===== config.mk =====
export PLATFORM = sky130hd
export DESIGN_NAME = ptb_ram
export DESIGN_NICKNAME = d
export VERILOG_FILES = /design/src/rtl/palindromic_tree_builder_core_assert.svh /design/src/rtl/ptb_ram.sv
export SDC_FILE = /design/constraint.sdc
export NUM_CORES = 1
export LEC_CHECK = 0
export BUFFER_PORTS_ARGS = -buffer_cell sky130_fd_sc_hd__buf_2
export CELL_PAD_IN_SITES_DETAIL_PLACEMENT = 1
export CELL_PAD_IN_SITES_GLOBAL_PLACEMENT = 2
export CORE_AREA = 2 2 119 109
export CTS_CLUSTER_SIZE = 8
export DETAILED_ROUTE_END_ITERATION = 6
export DIE_AREA = 0 0 121 111
export PLACE_DENSITY = 0.7
export SLEW_MARGIN = 20
export SYNTH_ARGS = -nofsm -noshare
export SYNTH_HDL_FRONTEND = slang
export SYNTH_SLANG_ARGS = --single-unit

===== constraint.sdc =====
create_clock -name clk -period 1.8 [get_ports clk]
set_input_delay 0.18 -clock clk [delete_from_list [all_inputs] [get_ports clk]]
set_output_delay 0.18 -clock clk [all_outputs]
set_load 0.005 [all_outputs]

===== src/rtl/palindromic_tree_builder_core_assert.svh =====
// assertion macros shared by the core
`ifndef PALINDROMIC_TREE_BUILDER_CORE_ASSERT_SVH
`define PALINDROMIC_TREE_BUILDER_CORE_ASSERT_SVH

// same-cycle implication
`define PTB_ASSERT_NOW(lbl, ante, cons) \
  lbl: assert property (@(posedge clk) disable iff (rst) (ante) |-> (cons)) \
    else $error("ptb assertion failed");

// next-cycle implication
`define PTB_ASSERT_NEXT(lbl, ante, cons) \
  lbl: assert property (@(posedge clk) disable iff (rst) (ante) |=> (cons)) \
    else $error("ptb assertion failed");

`endif


===== src/rtl/ptb_ram.sv =====
module ptb_ram #(
  parameter int WIDTH = 8,
  parameter int DEPTH = 16,
  localparam int AW = $clog2(DEPTH)
) (
  input  logic             clk,
  input  logic             we,
  input  logic [AW-1:0]    waddr,
  input  logic [WIDTH-1:0] wdata,
  input  logic [AW-1:0]    raddr,
  output logic [WIDTH-1:0] rdata
);

  logic [WIDTH-1:0] mem [DEPTH];

  always_ff @(posedge clk) begin
    if (we) begin
      mem[waddr] <= wdata;
    end
    rdata <= mem[raddr];
  end

endmodule


==> impl_metrics.py <==
metrics = {
    "run_status": {
        "status": "completed",
    },
    "pwr": {
        "netSwitchingFraction": 0.1941,
        "cellLeakagePower_uw": 0.002079,
        "peakVddDrop_v": 0.0006240,
        "comb_power_share": 0.048,
        "power_uw": 6905,
        "p_seq_frac": 0.516,
        "p_switching_uw": 1340,
        "power_density_nw_per_um2": 1131,
        "pwr-share-clk": 0.436,
        "cellInternalPower_uw": 5565,
    },
    "floorplan": {
        "die_x_um": 121,
        "dieArea_um2": 13430,
        "dieHeight_um": 111,
        "start_util": 0.4169,
        "placementRows": 39,
        "coreArea_um2": 12350,
        "pin_count": 26,
    },
    "setup_path": {
        "reg2reg_to": "rdata[3]",
        "critPathArrivalTime_ns": 1.70,
        "criticalPathCategory": "reg2reg",
        "worstReg2RegStart": "mem[2][3]",
        "start_kind": "flop",
        "r2r_cells": 3,
        "critPathMaxFanout": 1,
        "reg2reg_slack_ns": 0.39,
        "crit_path_end_kind": "flop",
        "cp.required_ns": 2.09,
    },
    "cells_and_area": {
        "nets": 302,
        "fillers": 1132,
        "drive_above_1_share": 0.3051,
        "area_growth_pct": 18.62,
        "n_antenna_cell": 0,
    },
    "global_route": {
        "antenna_found_initial": 0,
        "use_met3": 0.04630,
        "gr-usage-met1": 0.2308,
        "grt_max_degree": 33,
        "grt_remaining_overflow": 0,
        "grt_usage": 0.1699,
        "grt.busiest_layer": "met2",
        "grt_use_met2": 0.2581,
        "grt_pass1_vias": 2592,
        "grt_pass1_wl_um": 15850,
    },
    "synthesis": {
        "yosys.area.top_type_share": 0.7467,
        "synth_cells": 229,
        "synth.distinct_cells": 19,
        "synth_nets": 247,
        "ys_top_cells_by_area": "edfxtp_1 (75%), mux4_2 (7.9%), mux4_1 (7.1%), dfxtp_1 (3.1%), a22oi_1 (2.3%)",
        "yosysTopAreaCell": "edfxtp_1",
        "yosys_warnings": 0,
        "syn_area_um2": 5147,
        "ys_ff_latch": 136,
        "syn_avg_cell_area_um2": 22.48,
        "synth_seq_area_share": 0.7778,
    },
    "min_path": {
        "hold_start": "wdata[3]",
        "hp-class": "in2reg",
        "worstHoldPathCells": 1,
        "min_to": "mem[11][3]",
    },
    "clock_network": {
        "clock_sinks": 136,
        "cts_resized": 0,
        "cts_tree": "yes",
        "clk_pin_slew_ns": 0.05,
        "clock_path_buffers": 2,
        "clk_latency_ns": 0.41,
        "hold_buffers": 0,
        "cts_setup_buffers": 0,
        "cts_made_buffers": 17,
        "root_buffer": "clkbuf_16",
        "htreeDepth": 4,
    },
    "sta": {
        "fin_crit_ns": 1.407,
        "rsz0062_at_grt": "no",
        "fin_tns_setup_ns": 0,
        "worst_slew_pin_slew_ns": 0.4368,
        "skew_ns": 0.004210,
        "period_share": 0.7814,
        "setup_slack_ns": 0.3934,
        "finalHoldViolCount": 0,
        "max_freq_mhz": 711.0,
        "relSlewSlack": 0.7088,
        "finalMaxSlewViolations": 0,
        "setup_viol": 0,
    },
    "routing": {
        "drc_errors": 0,
        "wl_per_cell_um": 22.41,
        "wirelength_um": 10290,
        "first_pass_iters": 4,
        "drt_first_iter_violations": 151,
        "postRouteAntennaNets": 0,
        "num_vias": 2439,
        "vias_per_cell": 5.314,
    },
    "placed_design": {
        "portBuffers": 25,
        "dp_slack_ns": 0.1218,
        "hpwl_um": 6546,
        "finalWeightedCongestion": 0.7032,
    },
    "flow_run": {
        "maxCapViolations": 0,
    },
}
-- worst max-delay path by stage --
stage              start   endpoint  slack (ns)  cells past startpoint
3_5_place_dp    raddr[0]   rdata[5]        0.12                      5
4_1_cts        mem[2][5]   rdata[5]        0.39                      3
6_report       mem[2][3]   rdata[3]        0.39                      3
2_1_floorplan   waddr[2]  mem[0][0]        0.13                      2
3_3_place_gp    raddr[0]   rdata[3]        0.13                      5
5_1_grt        mem[1][3]   rdata[3]        0.32                      3
-- cell usage in the layout (no fill, tap or decap), types with 8 or more instances in the layout --
| master | instances |
|---|---|
| buf_4 | 18 |
| edfxtp_1 | 128 |
| mux4_1 | 14 |
| nor2_1 | 13 |
| a22oi_1 | 16 |
| clkbuf_16 | 17 |
| dfxtp_1 | 8 |
| nand2_1 | 9 |
| buf_2 | 25 |
| mux4_2 | 18 |
-- metrics by stage --
step / cells / hold slack [ns] / area [um2] / util
6_report: 459 / 0.1622 / 6106 / 0.4946
2_1_floorplan: 229 / 0.2789 / 5147 / -
4_1_cts: 459 / 0.1445 / 6106 / 0.4946
3_5_place_dp: 429 / 0.5599 / 5587 / 0.4525
3_3_place_gp: 429 / 0.5571 / 5587 / 0.4525
5_1_grt: 459 / 0.1573 / 6106 / 0.4946
-- synth_stat cells --
| library cell | count |
|---|---|
| edfxtp_1 | 128 |
| nand2_1 | 9 |
| clkdlybuf4s25_2 | 3 |
| nor3_1 | 4 |
| mux4_1 | 14 |
| mux4_2 | 18 |
| and2_1 | 1 |
| and2b_1 | 1 |
| buf_6 | 3 |
| nand3b_1 | 2 |
| buf_4 | 1 |
| buf_2 | 3 |
| nand2b_1 | 2 |
| nor2b_1 | 1 |
| or3b_2 | 1 |
| nand3_1 | 1 |
| nor2_1 | 13 |
| a22oi_1 | 16 |
| dfxtp_1 | 8 |
-- power groups by stage --
| stage | registers, uW | logic, uW | clock network [uW] |
|---|---|---|---|
| 2_1_floorplan | 3620 | 180 | 0 |
| 3_3_place_gp | 3620 | 327 | 0 |
| 3_5_place_dp | 3630 | 340 | 0 |
| 4_1_cts | 3560 | 341 | 3080 |
| 5_1_grt | 3570 | 367 | 3210 |
| 6_report | 3560 | 333 | 3010 |
-- cells by family after synthesis --
family / count (synthesis) / share of synthesized area
compound gates: 16 / 0.02334
buf+inv: 10 / 0.01677
flops: 136 / 0.7778
mux: 32 / 0.1502
simple gates: 35 / 0.03184
-- routing by layer --
metal | vias to the layer above | part of all wire | wire, um
li1 | 1085 | - | -
met1 | 1250 | 0.43 | 4446
met2 | 84 | 0.49 | 5070
met3 | 20 | 0.053 | 545
met4 | 0 | 0.022 | 222
met5 | - | 0 | 0
-- area by class of cell --
| class | count | area, um2 | area share |
|---|---|---|---|
| clock buffers | 25 | 495.5 | 0.08115 |
| clock inverters | 5 | 23.77 | 0.003893 |
| multi-input cells | 83 | 1057 | 0.1732 |
| flip-flops and latches | 136 | 4004 | 0.6557 |
| well taps | 164 | 205.2 | 0.03361 |
| repair buffers | 46 | 320.3 | 0.05246 |
-- critical path: stages (launching register included) --
cell and delay (ns):
edfxtp_1 0.37, mux4_1 0.51, a22oi_1 0.32, nand2_1 0.09
-- state kept, by name, summed over array words and instances, names as in the netlist --
register  count
mem         128
rdata         8
No activity file was read; power rests on OpenSTA's default activity.
